[config.mk]
export PLATFORM = sky130hd
export DESIGN_NAME = ansi_sgr_color_parser
export DESIGN_NICKNAME = d
export VERILOG_FILES = /design/src/hdl/ansisgr_pkg.sv /design/src/hdl/ansisgr_step.sv /design/src/hdl/ansisgr_queue.sv /design/src/hdl/ansi_sgr_color_parser.sv
export SDC_FILE = /design/constraint.sdc
export NUM_CORES = 1
export LEC_CHECK = 0
export BUFFER_PORTS_ARGS = -buffer_cell sky130_fd_sc_hd__buf_4
export CAP_MARGIN = 15
export CORE_MARGIN = 4
export CORE_UTILIZATION = 30
export CTS_CLUSTER_SIZE = 8
export DETAILED_ROUTE_END_ITERATION = 10
export GPL_TIMING_DRIVEN = 1
export PLACE_DENSITY = 0.53
export SLEW_MARGIN = 10
export SYNTH_ARGS = -nofsm -noshare
export SYNTH_HDL_FRONTEND = slang
export SYNTH_SLANG_ARGS = --single-unit
[constraint.sdc]
create_clock -name clk -period 9.12 [get_ports clk]
set_clock_uncertainty 0.05 [all_clocks]
set_input_delay 0.456 -clock clk [delete_from_list [all_inputs] [get_ports clk]]
set_output_delay 0.456 -clock clk [all_outputs]
set_load 0.05 [all_outputs]
[src/hdl/ansisgr_pkg.sv]
// ---------------------------------------------------------------------------
// ANSI SGR colour parser package
// Shared types, byte codes, register indexes and the 16-entry colour palette.
// ---------------------------------------------------------------------------
package ansisgr_pkg;

	typedef enum logic [2:0] {
		PH_TEXT,
		PH_ESC,
		PH_PARAM,
		PH_MODE,
		PH_INDEX,
		PH_RED,
		PH_GREEN,
		PH_BLUE
	} phase_t;

	localparam logic [7:0] CH_NUL    = 8'h00;
	localparam logic [7:0] CH_ESC    = 8'h1B;
	localparam logic [7:0] CH_LBRACK = 8'h5B;
	localparam logic [7:0] CH_SEMI   = 8'h3B;
	localparam logic [7:0] CH_END    = 8'h6D;
	localparam logic [7:0] CH_ZERO   = 8'h30;
	localparam logic [7:0] CH_NINE   = 8'h39;

	localparam int CFG_INDEX_W = 1;
	localparam logic [CFG_INDEX_W-1:0] CFG_DEFAULT_FG = 1'b0;
	localparam logic [CFG_INDEX_W-1:0] CFG_DEFAULT_BG = 1'b1;

	localparam logic [23:0] RESET_FG = 24'hFFFFFF;
	localparam logic [23:0] RESET_BG = 24'h000000;

	localparam int QDEPTH = 4;
	localparam int QPTR_W = $clog2(QDEPTH);
	localparam int QCNT_W = $clog2(QDEPTH + 1);

	typedef struct packed {
		logic [7:0]  char_code;
		logic [23:0] fg;
		logic [23:0] bg;
		logic        last;
	} result_t;

	typedef struct packed {
		logic [1:0] count;
		result_t    first;
		result_t    second;
	} push_t;

	function automatic logic [23:0] palette(input logic [3:0] idx);
		logic [23:0] colour;
		unique case (idx)
			4'd0:    colour = 24'h000000;
			4'd1:    colour = 24'hAA0000;
			4'd2:    colour = 24'h00AA00;
			4'd3:    colour = 24'hAA5500;
			4'd4:    colour = 24'h0000AA;
			4'd5:    colour = 24'hAA00AA;
			4'd6:    colour = 24'h00AAAA;
			4'd7:    colour = 24'hAAAAAA;
			4'd8:    colour = 24'h555555;
			4'd9:    colour = 24'hFF5555;
			4'd10:   colour = 24'h55FF55;
			4'd11:   colour = 24'hFFFF55;
			4'd12:   colour = 24'h5555FF;
			4'd13:   colour = 24'hFF55FF;
			4'd14:   colour = 24'h55FFFF;
			default: colour = 24'hFFFFFF;
		endcase
		return colour;
	endfunction

endpackage

[src/hdl/ansisgr_step.sv]
// ---------------------------------------------------------------------------
// ANSI SGR parser step
// Holds the parse state and colours; turns one byte into up to two results.
// ---------------------------------------------------------------------------
module ansisgr_step (
	input  logic                 clk,
	input  logic                 arst_n,
	input  logic                 go,
	input  logic [7:0]           text_byte,
	input  logic [23:0]          default_fg,
	input  logic [23:0]          default_bg,
	output ansisgr_pkg::push_t   push
);

	ansisgr_pkg::phase_t phase_q, phase_d;
	logic [15:0] acc_q, acc_d;
	logic        ext_bg_q, ext_bg_d;
	logic [7:0]  red_q, red_d;
	logic [7:0]  green_q, green_d;
	logic [23:0] fg_q, fg_d;
	logic [23:0] bg_q, bg_d;

	logic        is_digit, is_semi, is_end;
	logic [3:0]  digit;
	logic [19:0] acc_mul;
	logic [15:0] acc_next;
	logic [7:0]  acc_sat8;
	logic [1:0]  n;
	logic [7:0]  ch0;
	logic        last0;
	logic        set_en;
	logic [23:0] set_val;

	assign is_digit = (text_byte >= ansisgr_pkg::CH_ZERO) && (text_byte <= ansisgr_pkg::CH_NINE);
	assign is_semi  = text_byte == ansisgr_pkg::CH_SEMI;
	assign is_end   = (text_byte == ansisgr_pkg::CH_END) || (text_byte == ansisgr_pkg::CH_NUL);
	assign digit    = 4'(text_byte - ansisgr_pkg::CH_ZERO);
	assign acc_mul  = {1'b0, acc_q, 3'b000} + {3'b000, acc_q, 1'b0} + {16'h0000, digit};
	assign acc_next = (acc_mul > 20'd65535) ? 16'hFFFF : acc_mul[15:0];
	assign acc_sat8 = (acc_q > 16'd255) ? 8'hFF : acc_q[7:0];

	always_comb begin
		phase_d = phase_q;
		acc_d   = acc_q;
		ext_bg_d = ext_bg_q;
		red_d   = red_q;
		green_d = green_q;
		fg_d    = fg_q;
		bg_d    = bg_q;
		n       = 2'd0;
		ch0     = text_byte;
		last0   = 1'b1;
		set_en  = 1'b0;
		set_val = 24'h000000;
		unique case (phase_q)
			ansisgr_pkg::PH_TEXT: begin
				if (text_byte == ansisgr_pkg::CH_ESC) begin
					phase_d = ansisgr_pkg::PH_ESC;
				end else if (text_byte != ansisgr_pkg::CH_NUL) begin
					n = 2'd1;
				end
			end
			ansisgr_pkg::PH_ESC: begin
				if (text_byte == ansisgr_pkg::CH_LBRACK) begin
					phase_d = ansisgr_pkg::PH_PARAM;
					acc_d   = 16'h0000;
				end else if (text_byte == ansisgr_pkg::CH_ESC) begin
					n   = 2'd1;
					ch0 = ansisgr_pkg::CH_ESC;
				end else begin
					phase_d = ansisgr_pkg::PH_TEXT;
					ch0     = ansisgr_pkg::CH_ESC;
					if (text_byte == ansisgr_pkg::CH_NUL) begin
						n = 2'd1;
					end else begin
						n     = 2'd2;
						last0 = 1'b0;
					end
				end
			end
			default: begin
				if (is_digit) begin
					acc_d = acc_next;
				end else if (!is_semi && !is_end) begin
					phase_d = ansisgr_pkg::PH_TEXT;
					acc_d   = 16'h0000;
				end else begin
					unique case (phase_q)
						ansisgr_pkg::PH_PARAM: begin
							if (is_semi && (acc_q == 16'd38 || acc_q == 16'd48)) begin
								ext_bg_d = acc_q == 16'd48;
								phase_d  = ansisgr_pkg::PH_MODE;
							end else if (acc_q == 16'd0) begin
								fg_d = default_fg;
								bg_d = default_bg;
							end else if (acc_q >= 16'd30 && acc_q <= 16'd37) begin
								fg_d = ansisgr_pkg::palette(4'(acc_q - 16'd30));
							end else if (acc_q >= 16'd40 && acc_q <= 16'd47) begin
								bg_d = ansisgr_pkg::palette(4'(acc_q - 16'd40));
							end else if (acc_q >= 16'd90 && acc_q <= 16'd97) begin
								fg_d = ansisgr_pkg::palette(4'(acc_q - 16'd82));
							end else if (acc_q >= 16'd100 && acc_q <= 16'd107) begin
								bg_d = ansisgr_pkg::palette(4'(acc_q - 16'd92));
							end else if (acc_q == 16'd39) begin
								fg_d = default_fg;
							end else if (acc_q == 16'd49) begin
								bg_d = default_bg;
							end
						end
						ansisgr_pkg::PH_MODE: begin
							if (acc_q == 16'd2) begin
								if (is_semi) begin
									phase_d = ansisgr_pkg::PH_RED;
								end else begin
									set_en = 1'b1;
								end
							end else if (acc_q == 16'd5 && is_semi) begin
								phase_d = ansisgr_pkg::PH_INDEX;
							end else begin
								phase_d = ansisgr_pkg::PH_PARAM;
							end
						end
						ansisgr_pkg::PH_INDEX: begin
							if (acc_q < 16'd16) begin
								set_en  = 1'b1;
								set_val = ansisgr_pkg::palette(acc_q[3:0]);
							end
							phase_d = ansisgr_pkg::PH_PARAM;
						end
						ansisgr_pkg::PH_RED: begin
							red_d   = acc_sat8;
							green_d = 8'h00;
							if (is_semi) begin
								phase_d = ansisgr_pkg::PH_GREEN;
							end else begin
								set_en  = 1'b1;
								set_val = {acc_sat8, 16'h0000};
							end
						end
						ansisgr_pkg::PH_GREEN: begin
							green_d = acc_sat8;
							if (is_semi) begin
								phase_d = ansisgr_pkg::PH_BLUE;
							end else begin
								set_en  = 1'b1;
								set_val = {red_q, acc_sat8, 8'h00};
							end
						end
						default: begin
							set_en  = 1'b1;
							set_val = {red_q, green_q, acc_sat8};
							phase_d = ansisgr_pkg::PH_PARAM;
						end
					endcase
					acc_d = 16'h0000;
					if (is_end) begin
						phase_d = ansisgr_pkg::PH_TEXT;
					end
				end
			end
		endcase
		if (set_en) begin
			if (ext_bg_q) begin
				bg_d = set_val;
			end else begin
				fg_d = set_val;
			end
		end
	end

	assign push.count  = go ? n : 2'd0;
	assign push.first  = '{char_code: ch0, fg: fg_q, bg: bg_q, last: last0};
	assign push.second = '{char_code: text_byte, fg: fg_q, bg: bg_q, last: 1'b1};

	always_ff @(posedge clk or negedge arst_n) begin
		if (!arst_n) begin
			phase_q  <= ansisgr_pkg::PH_TEXT;
			acc_q    <= 16'h0000;
			ext_bg_q <= 1'b0;
			red_q    <= 8'h00;
			green_q  <= 8'h00;
			fg_q     <= ansisgr_pkg::RESET_FG;
			bg_q     <= ansisgr_pkg::RESET_BG;
		end else if (go) begin
			phase_q  <= phase_d;
			acc_q    <= acc_d;
			ext_bg_q <= ext_bg_d;
			red_q    <= red_d;
			green_q  <= green_d;
			fg_q     <= fg_d;
			bg_q     <= bg_d;
		end
	end

`ifndef SYNTH
	a_pair_order: assert property (@(posedge clk) disable iff (!arst_n)
		push.count == 2'd2 |-> !push.first.last && push.second.last)
		else $error("two-result beat pair out of order");

	a_text_holds: assert property (@(posedge clk) disable iff (!arst_n)
		go && phase_q == ansisgr_pkg::PH_TEXT && text_byte != ansisgr_pkg::CH_ESC
		|=> phase_q == ansisgr_pkg::PH_TEXT)
		else $error("text phase left without escape");
`endif

endmodule

[src/hdl/ansisgr_queue.sv]
// ---------------------------------------------------------------------------
// ANSI SGR result queue
// Small queue taking up to two results a cycle and giving one beat a cycle unless stalled.
// ---------------------------------------------------------------------------
module ansisgr_queue (
	input  logic                 clk,
	input  logic                 arst_n,
	input  ansisgr_pkg::push_t   push,
	output logic                 room,
	output logic                 out_valid,
	input  logic                 out_stall,
	output ansisgr_pkg::result_t head
);

	ansisgr_pkg::result_t entries [ansisgr_pkg::QDEPTH];
	logic [ansisgr_pkg::QPTR_W-1:0] head_q, tail_q;
	logic [ansisgr_pkg::QCNT_W-1:0] count_q;
	logic                           pop;

	assign out_valid = count_q != '0;
	assign pop       = out_valid && !out_stall;
	assign room      = count_q <= ansisgr_pkg::QCNT_W'(ansisgr_pkg::QDEPTH - 2);
	assign head      = entries[head_q];

	always_ff @(posedge clk) begin
		if (push.count != 2'd0) begin
			entries[tail_q] <= push.first;
		end
		if (push.count == 2'd2) begin
			entries[tail_q + ansisgr_pkg::QPTR_W'(1)] <= push.second;
		end
	end

	always_ff @(posedge clk or negedge arst_n) begin
		if (!arst_n) begin
			head_q  <= '0;
			tail_q  <= '0;
			count_q <= '0;
		end else begin
			tail_q  <= tail_q + ansisgr_pkg::QPTR_W'(push.count);
			head_q  <= head_q + ansisgr_pkg::QPTR_W'(pop);
			count_q <= count_q + ansisgr_pkg::QCNT_W'(push.count)
				- ansisgr_pkg::QCNT_W'(pop);
		end
	end

`ifndef SYNTH
	a_no_overflow: assert property (@(posedge clk) disable iff (!arst_n)
		count_q <= ansisgr_pkg::QCNT_W'(ansisgr_pkg::QDEPTH))
		else $error("result queue overflow");

	a_push_room: assert property (@(posedge clk) disable iff (!arst_n)
		push.count != 2'd0 |-> room)
		else $error("push into result queue without room");
`endif

endmodule

[src/hdl/ansi_sgr_color_parser.sv]
// ---------------------------------------------------------------------------
// ANSI SGR colour parser
// Text byte stream in, coloured characters out, SGR colour sequences parsed.
// ---------------------------------------------------------------------------
// Input channel (in_valid / in_stall / text_byte) takes one byte a beat.
// Output channel (out_valid / out_stall) gives one character a beat with its
// 24-bit foreground and background; last_of_run marks the final character
// caused by one input byte (an ESC followed by a byte other than '[', ESC or NUL gives two).
// Configuration channel (cfg_valid / cfg_ready, cfg_index, cfg_data) sets
// the default colours; cfg_ready is always high. Write only while idle.
// Each input byte is registered, then its results are written into the result queue.
// Throughput: one byte a cycle while the queue has room and each byte gives
// at most one character; a byte giving two characters slows the output, set
// by the single read port of the four-entry result queue.
// Reset: parser in text phase, colours white on black, defaults likewise.
// When the receiver stalls, the result queue fills and in_stall rises
// once fewer than two entries are free; no beat is lost.
// ---------------------------------------------------------------------------
module ansi_sgr_color_parser (
	input  logic                                  clk,
	input  logic                                  arst_n,
	input  logic                                  in_valid,
	output logic                                  in_stall,
	input  logic [7:0]                            text_byte,
	output logic                                  out_valid,
	input  logic                                  out_stall,
	output logic [7:0]                            char_code,
	output logic [23:0]                           fg_color,
	output logic [23:0]                           bg_color,
	output logic                                  last_of_run,
	input  logic                                  cfg_valid,
	output logic                                  cfg_ready,
	input  logic [ansisgr_pkg::CFG_INDEX_W-1:0]   cfg_index,
	input  logic [23:0]                           cfg_data
);

	logic                 valid_s1;
	logic [7:0]           byte_s1;
	logic                 room;
	logic                 go;
	logic [23:0]          default_fg_q;
	logic [23:0]          default_bg_q;
	ansisgr_pkg::push_t   push;
	ansisgr_pkg::result_t head;

	assign go        = valid_s1 && room;
	assign in_stall  = valid_s1 && !room;
	assign cfg_ready = 1'b1;

	always_ff @(posedge clk or negedge arst_n) begin
		if (!arst_n) begin
			valid_s1 <= 1'b0;
		end else if (in_valid && !in_stall) begin
			valid_s1 <= 1'b1;
		end else if (go) begin
			valid_s1 <= 1'b0;
		end
	end

	always_ff @(posedge clk) begin
		if (in_valid && !in_stall) begin
			byte_s1 <= text_byte;
		end
	end

	always_ff @(posedge clk or negedge arst_n) begin
		if (!arst_n) begin
			default_fg_q <= ansisgr_pkg::RESET_FG;
			default_bg_q <= ansisgr_pkg::RESET_BG;
		end else if (cfg_valid && cfg_ready) begin
			unique case (cfg_index)
				ansisgr_pkg::CFG_DEFAULT_FG: default_fg_q <= cfg_data;
				default:                     default_bg_q <= cfg_data;
			endcase
		end
	end

	ansisgr_step u_step (
		.clk        (clk),
		.arst_n     (arst_n),
		.go         (go),
		.text_byte  (byte_s1),
		.default_fg (default_fg_q),
		.default_bg (default_bg_q),
		.push       (push)
	);

	ansisgr_queue u_queue (
		.clk       (clk),
		.arst_n    (arst_n),
		.push      (push),
		.room      (room),
		.out_valid (out_valid),
		.out_stall (out_stall),
		.head      (head)
	);

	assign char_code   = head.char_code;
	assign fg_color    = head.fg;
	assign bg_color    = head.bg;
	assign last_of_run = head.last;

endmodule
# Yosys cells after proc, flatten, opt, wreduce, memory -nomap -nowiden
# Memories as Yosys holds them, arrays and structs flattened.
# Cells that the tools add are included.
classes:
  n_eq_ne: 25
  multipliers: 0
  muxes: 80
  n_reduce_logical: 37
  n_bitwise: 5
  order_cmp: 14
  addsub: 12
  n_div: 0
  shift: 0
op_table:
  columns: ["cell", "count"]
  rows:
  - ["24-bit two-way mux", 33]
  - ["24-bit case mux with 4 select lines", 1]
  - ["16-bit by 6-bit equality test with 1-bit output (second input constant)", 4]
  - ["16-bit two-way mux", 3]
  - ["3-bit two-way mux", 12]
  - ["16-bit by 7-bit >= comparator with 1-bit output (second input constant)", 2]
  - ["16-bit by 6-bit less-or-equal comparator with 1-bit output (second input constant)", 2]
  - ["16-bit by 7-bit less-or-equal comparator with 1-bit output (second input constant)", 2]
  - ["16-bit case mux with 2 select lines", 1]
  - ["8-bit two-way mux", 3]
  - ["19-bit by 17-bit adder with 20-bit output", 1]
  - ["20-bit by 4-bit adder with 20-bit output", 1]
  - ["20-bit by 16-bit greater-than comparator with 1-bit output (second input constant)", 1]
  - ["6-bit by 1-bit inequality test with 1-bit output (second input constant)", 3]
  - ["1-bit two-way mux", 17]
  - ["16-bit by 2-bit equality test with 1-bit output (second input constant)", 1]
  - ["16-bit by 3-bit equality test with 1-bit output (second input constant)", 1]
  - ["8-bit by 7-bit equality test with 1-bit output (second input constant)", 2]
  - ["16-bit by 5-bit >= comparator with 1-bit output (second input constant)", 1]
  - ["16-bit by 6-bit >= comparator with 1-bit output (second input constant)", 1]
  - ["16-bit by 8-bit greater-than comparator with 1-bit output (second input constant)", 1]
  - ["16-bit zero test", 1]
  - ["16-bit by 5-bit < comparator with 1-bit output (second input constant)", 1]
  - ["8-bit case mux with 2 select lines", 1]
  - ["other kinds (40)", 77]
word_totals:
  ff_bits: 148
  n_memories: 6
  ramBits: 228
  latch_bits: 0
  romBits: 1920
  in_bits: 38
  word_cells: 193
mem_list:
  columns: ["name", "depth", "word_bits", "rd", "rd_clocked_by_memory_dff", "write_ports", "line_no", "rtl"]
  rows:
  - ["(no name shown)", 16, 24, 1, 0, 0, "ansisgr_pkg.sv:52", "unique case (idx)"]
  - ["(no name shown)", 16, 24, 1, 0, 0, "ansisgr_pkg.sv:52", null]
  - ["(no name shown)", 16, 24, 1, 0, 0, "ansisgr_pkg.sv:52", null]
  - ["(no name shown)", 16, 24, 1, 0, 0, "ansisgr_pkg.sv:52", null]
  - ["(no name shown)", 16, 24, 1, 0, 0, "ansisgr_pkg.sv:52", null]
  - ["u_queue.entries", 4, 57, 1, 0, 2, "ansisgr_queue.sv:15", "ansisgr_pkg::result_t entries [ansisgr_pkg::QDEPTH];"]

# Depth between registers and ports, before layout
depth:
  depth_word: 15
  depth_mapped: 13

# Hierarchy
# A second synthesis with hierarchy kept.
hier_totals:
  cells_unflattened: 1704
  area_unflattened_um2: 21768.4
modules_own_cells:
  columns: ["module", "cells_each", "instances", "area_per_inst_um2"]
  rows:
  - ["ansisgr_queue", 593, 1, 11472.3]
  - ["ansisgr_step", 992, 1, 7975.1]
  - ["ansi_sgr_color_parser", 119, 1, 2321.0]

# Least setup slack after synthesis
# No wires, ideal clock.
synth_timing:
  path_type: "flip-flop to flip-flop"
  start: "reg byte_s1[3]"
  end: "mem u_queue.entries[0][10] in the netlist's numbering (enable)"
  path_slack_ns: 4.835
  period_less_slack_ns: 4.285
  path_stages_with_launch: 12
  arrival_ns: 3.796
  required_ns: 8.631
  cell_sequence: "edfxtp_1 -> buf_2 -> and4b_1 -> buf_2 -> and2_1 -> or3_1 -> nor2_2 -> nand3_1 -> o21a_1 -> buf_2 -> inv_2 -> clkbuf_1"
synth_rtl:
  columns: ["item", "line_no", "rtl"]
  rows:
  - ["start, declared", "ansi_sgr_color_parser.sv:38", "logic [7:0] byte_s1;"]
  - ["start signal, assigned", "ansi_sgr_color_parser.sv:62", "byte_s1 <= text_byte;"]
  - ["end, declared", "ansisgr_queue.sv:15", null]

# Worst setup path in the final report
layout_timing:
  start: "reg u_step.acc_q[13]"
  end: "reg u_step.fg_q[7]"
layout_via:
  elab_chain_len: 14
layout_rtl:
  columns: ["item", "line_no", "rtl"]
  rows:
  - ["start, declared", "ansisgr_step.sv:16", "logic [15:0] acc_q, acc_d;"]
  - ["start signal, assigned", "ansisgr_step.sv:178", "acc_q <= 16'h0000;"]
  - ["start signal, assigned", "ansisgr_step.sv:186", "acc_q <= acc_d;"]
  - ["16-bit by 7-bit >= comparator with 1-bit output, or another cell as far along", "ansisgr_step.sv:102", "end else if (acc_q >= 16'd100 && acc_q <= 16'd107) begin"]
  - ["1-bit logical AND or 24-bit two-way mux (tied branches)", "ansisgr_step.sv:102, ansisgr_step.sv:104", null]
  - ["24-bit two-way mux", "ansisgr_step.sv:102", null]
  - ["24-bit two-way mux", "ansisgr_step.sv:100", "end else if (acc_q >= 16'd90 && acc_q <= 16'd97) begin"]
  - ["24-bit two-way mux", "ansisgr_step.sv:98", "end else if (acc_q >= 16'd40 && acc_q <= 16'd47) begin"]
  - ["24-bit two-way mux", "ansisgr_step.sv:96", "end else if (acc_q >= 16'd30 && acc_q <= 16'd37) begin"]
  - ["24-bit two-way mux", "ansisgr_step.sv:93", "end else if (acc_q == 16'd0) begin"]
  - ["24-bit two-way mux", "ansisgr_step.sv:90", "if (is_semi && (acc_q == 16'd38 || acc_q == 16'd48)) begin"]
  - ["24-bit two-way mux", "ansisgr_step.sv:88", "unique case (phase_q)"]
  - ["24-bit two-way mux", "ansisgr_step.sv:84", "end else if (!is_semi && !is_end) begin"]
  - ["24-bit two-way mux", "ansisgr_step.sv:82", "if (is_digit) begin"]
  - ["24-bit two-way mux", "ansisgr_step.sv:55", "unique case (phase_q)"]
  - ["24-bit two-way mux", "ansisgr_step.sv:163", "if (ext_bg_q) begin"]
  - ["24-bit two-way mux (*)", "ansisgr_step.sv:162", "if (set_en) begin"]
  - ["end signal, assigned", "ansisgr_step.sv:182", "fg_q <= ansisgr_pkg::RESET_FG;"]
  - ["end signal, assigned", "ansisgr_step.sv:190", "fg_q <= fg_d;"]
  - ["end, declared", "ansisgr_step.sv:20", "logic [23:0] fg_q, fg_d;"]
# Every way passes the cells marked *; elsewhere a longest branch is shown, timed or not.
# A chain may end at the register's enable or synchronous reset.

==> flow_summary.ini <==
[clocking]
clockBufferDepth = 3
htreeDepth = 2
cts_buffers = 52
clockRootBuffer = clkbuf_16
path_clk_slew_ns = 0.05
cts_hold_buffers = 10
post_cts_buffers = 0
cts_resized = 0
cts_sinks = 376
cts_tree = yes
clkLatencyLatePin_ns = 0.59

[final_layout]
mostFrequentLayoutCell = edfxtp_1
seq_area_um2 = 10600
multi_input_area_um2 = 8390
nNetsFinal = 1768
drive_above_1_share_pct = 22.0
stdcell_area_um2 = 22700
final_cell_mix = edfxtp_1, and2_1, buf_4
syn_to_final_growth_pct = 16.5
fillers = 6279
antenna_cells = 0

[grt]
antenna_found_initial = 0
grt_pass1_vias = 13900
grt_pass1_wl_um = 87300
overflow = 0
grtUsageTotal_pct = 16.0
grt_max_degree = 80

[logic_synthesis]
yosysWarningCount = 0
yosys.area.top_type = edfxtp_1
yosysTopAreaCellShare_pct = 35.8
synth_edf_count = 232
avgSynthCellArea_um2 = 12.2
syn_nets = 1684
synth_flop_cell = edfxtp_1
yosysUniqueCellTypes = 102
synthTopCellsByArea = edfxtp_1, dfrtp_1, mux4_2
synthCells = 1600
syn_area_um2 = 19500
synth_seq_cells = 376
async_flop_share_pct = 37.2
yosysSeqAreaShare_pct = 54.5

[timing]
finalSetupViolations = 0
tns_ns = 0
hold_viol = 0
final.period_utilization_pct = 47.7
drv_slew = 0
rsz0062_at_grt = false
fmax_mhz = 230
period_needed_ns = 4.35
tightestPinTransition_ns = 1.10
max_slew_margin_pct = 26.1

[worst_hold_path]
worstHoldPathType = primary input to register

[worst_setup_path]
cp_data_arrival_time_ns = 4.81
cp_max_fo = 18
end_kind = register
cp_data_required_time_ns = 9.58
path_cells = nor4_2 > nand2_1 > a211oi_2 > or4_1 > o21ai_0 > o22a_1
crit_slowest_cell = nor4_2
cp_slowest_stage_delay_ns = 0.86
regToRegSetupSlack_ns = 4.77
crit_type = register to register
cp-start-kind = register

[drt]
drt_drc_violations_left = 0
viasPerCell = 5.27
dr.pass1.iters = 6
wire_per_inst_um = 21.8
drtAntennaViolNets = 0
wl_um = 56300
num_vias = 13600
drt_first_iter_violations = 1156

[power]
powerDensity_nw_per_um2 = 282
pwr-share-clk_pct = 28.2
peakVddDrop_mv = 0.167
power.leakage_nw = 8.49
p_int_w = 0.00401
seq_power_share_pct = 37.9
p_sw_w = 0.00238
p_comb_share_pct = 33.9
p_sw_share_pct = 37.2

[outcome]
status = complete, no violations

[floorplanning]
num_rows = 93
start_util_pct = 30.3
coreArea_um2 = 64300
die_area_um2 = 69000
ioPinCount = 98
fp.dieH_um = 263
die_w_um = 263

[flow_run]
drv_cap = 0

[place]
hpwl_um = 39400
io_buffers = 96
globalplace.congestion = 0.915
placed_cell_area_um2 = 21100
[Yosys cell counts (all sizes together), types with 17 or more instances]
cell,count
clkbuf,64
nor3,28
inv,22
o21a,22
o21ai,95
dfstp,48
mux4,57
nor2,104
a21oi,66
a211oi,17
and2,200
ha,43
nand3,31
buf,36
nand2,79
dfrtp,92
a31oi,20
mux2,48
edfxtp,232
[routing by layer]
metal	share of wire, %	global-route usage [%]	wire length (um)
met5	0	0	0
met4	2.8	4.66	1550
met3	5.1	2.67	2850
met2	49	27.8	27900
met1	43	20.7	24000
[area by class of cell]
class / instances / share of cell area [%]
tap: 855 / 4.71
inverter: 23 / 0.386
timing repair buffer: 130 / 4.43
multi-input combinational: 1101 / 37.0
clock buffer: 93 / 6.51
sequential: 376 / 46.8
clock inverter: 2 / 0.204
[critical path: cells and delay by family (launching register included)]
family,cells,cell delay [ns]
and+or+nand+nor,3,2.37
DFF,1,0.43
AOI/OAI and AO/OA,3,1.39
[final timing paths]
check,start,endpoint,depth (start not counted)
min,cfg_data[16],default_bg_q[16]$_DFFE_PN0P_,2
max,u_step.acc_q[13]$_DFFE_PN0P_,u_step.fg_q[7]$_DFFE_PN1P_,6
max in group asynchronous,arst_n,u_step.bg_q[7]$_DFFE_PN0P_,3
min reg2reg,u_step.green_q[0]$_DFFE_PN0P_,u_step.green_q[0]$_DFFE_PN0P_,2
max reg2reg,u_step.acc_q[13]$_DFFE_PN0P_,u_step.fg_q[7]$_DFFE_PN1P_,6
min in group asynchronous,arst_n,default_bg_q[16]$_DFFE_PN0P_,2
[metrics by stage]
step	setup WS [ns]	total power, W	hold slack (ns)	std cells	utilization, %
after global placement	4.91	0.00464	0.410	2473	32.7
after CTS	4.85	0.00650	0.0247	2578	35.2
final	4.77	0.00640	0.0563	2580	35.3
after floorplan	4.84	0.00396	0.110	1600	-
after detailed placement	4.86	0.00467	0.421	2473	32.7
after global routing	4.48	0.00670	0.0361	2580	35.3
[registers in the layout, indices dropped and copies added (netlist names), 2 cells and up]
register,flops
default_bg_q,24
byte_s1,8
u_step.fg_q,24
u_step.phase_q,3
default_fg_q,24
u_queue.entries,228
u_step.red_q,8
u_queue.tail_q,2
u_step.green_q,8
u_queue.head_q,2
u_step.acc_q,16
u_queue.count_q,3
u_step.bg_q,24
[cell families after synthesis]
group / after synthesis / share of synthesized area [%]
and+or+nand+nor: 546 / 15.6
AOI/OAI and AO/OA: 380 / 13.7
DFF: 376 / 54.5
buffers and inverters: 123 / 2.60
muxes: 107 / 9.54
adders and majority gates: 46 / 3.07
xor gates and xnor gates: 21 / 0.945
other: 1 / 0.0193
[power groups by stage]
stage	Clock, W	Combinational (W)	Sequential (W)
final	0.00180	0.00217	0.00243
after detailed placement	0	0.00221	0.00246
after floorplan	0	0.00163	0.00232
after global placement	0	0.00220	0.00244
after CTS	0.00185	0.00222	0.00243
after global routing	0.00193	0.00231	0.00246
No activity file was read; power rests on OpenSTA's default activity.
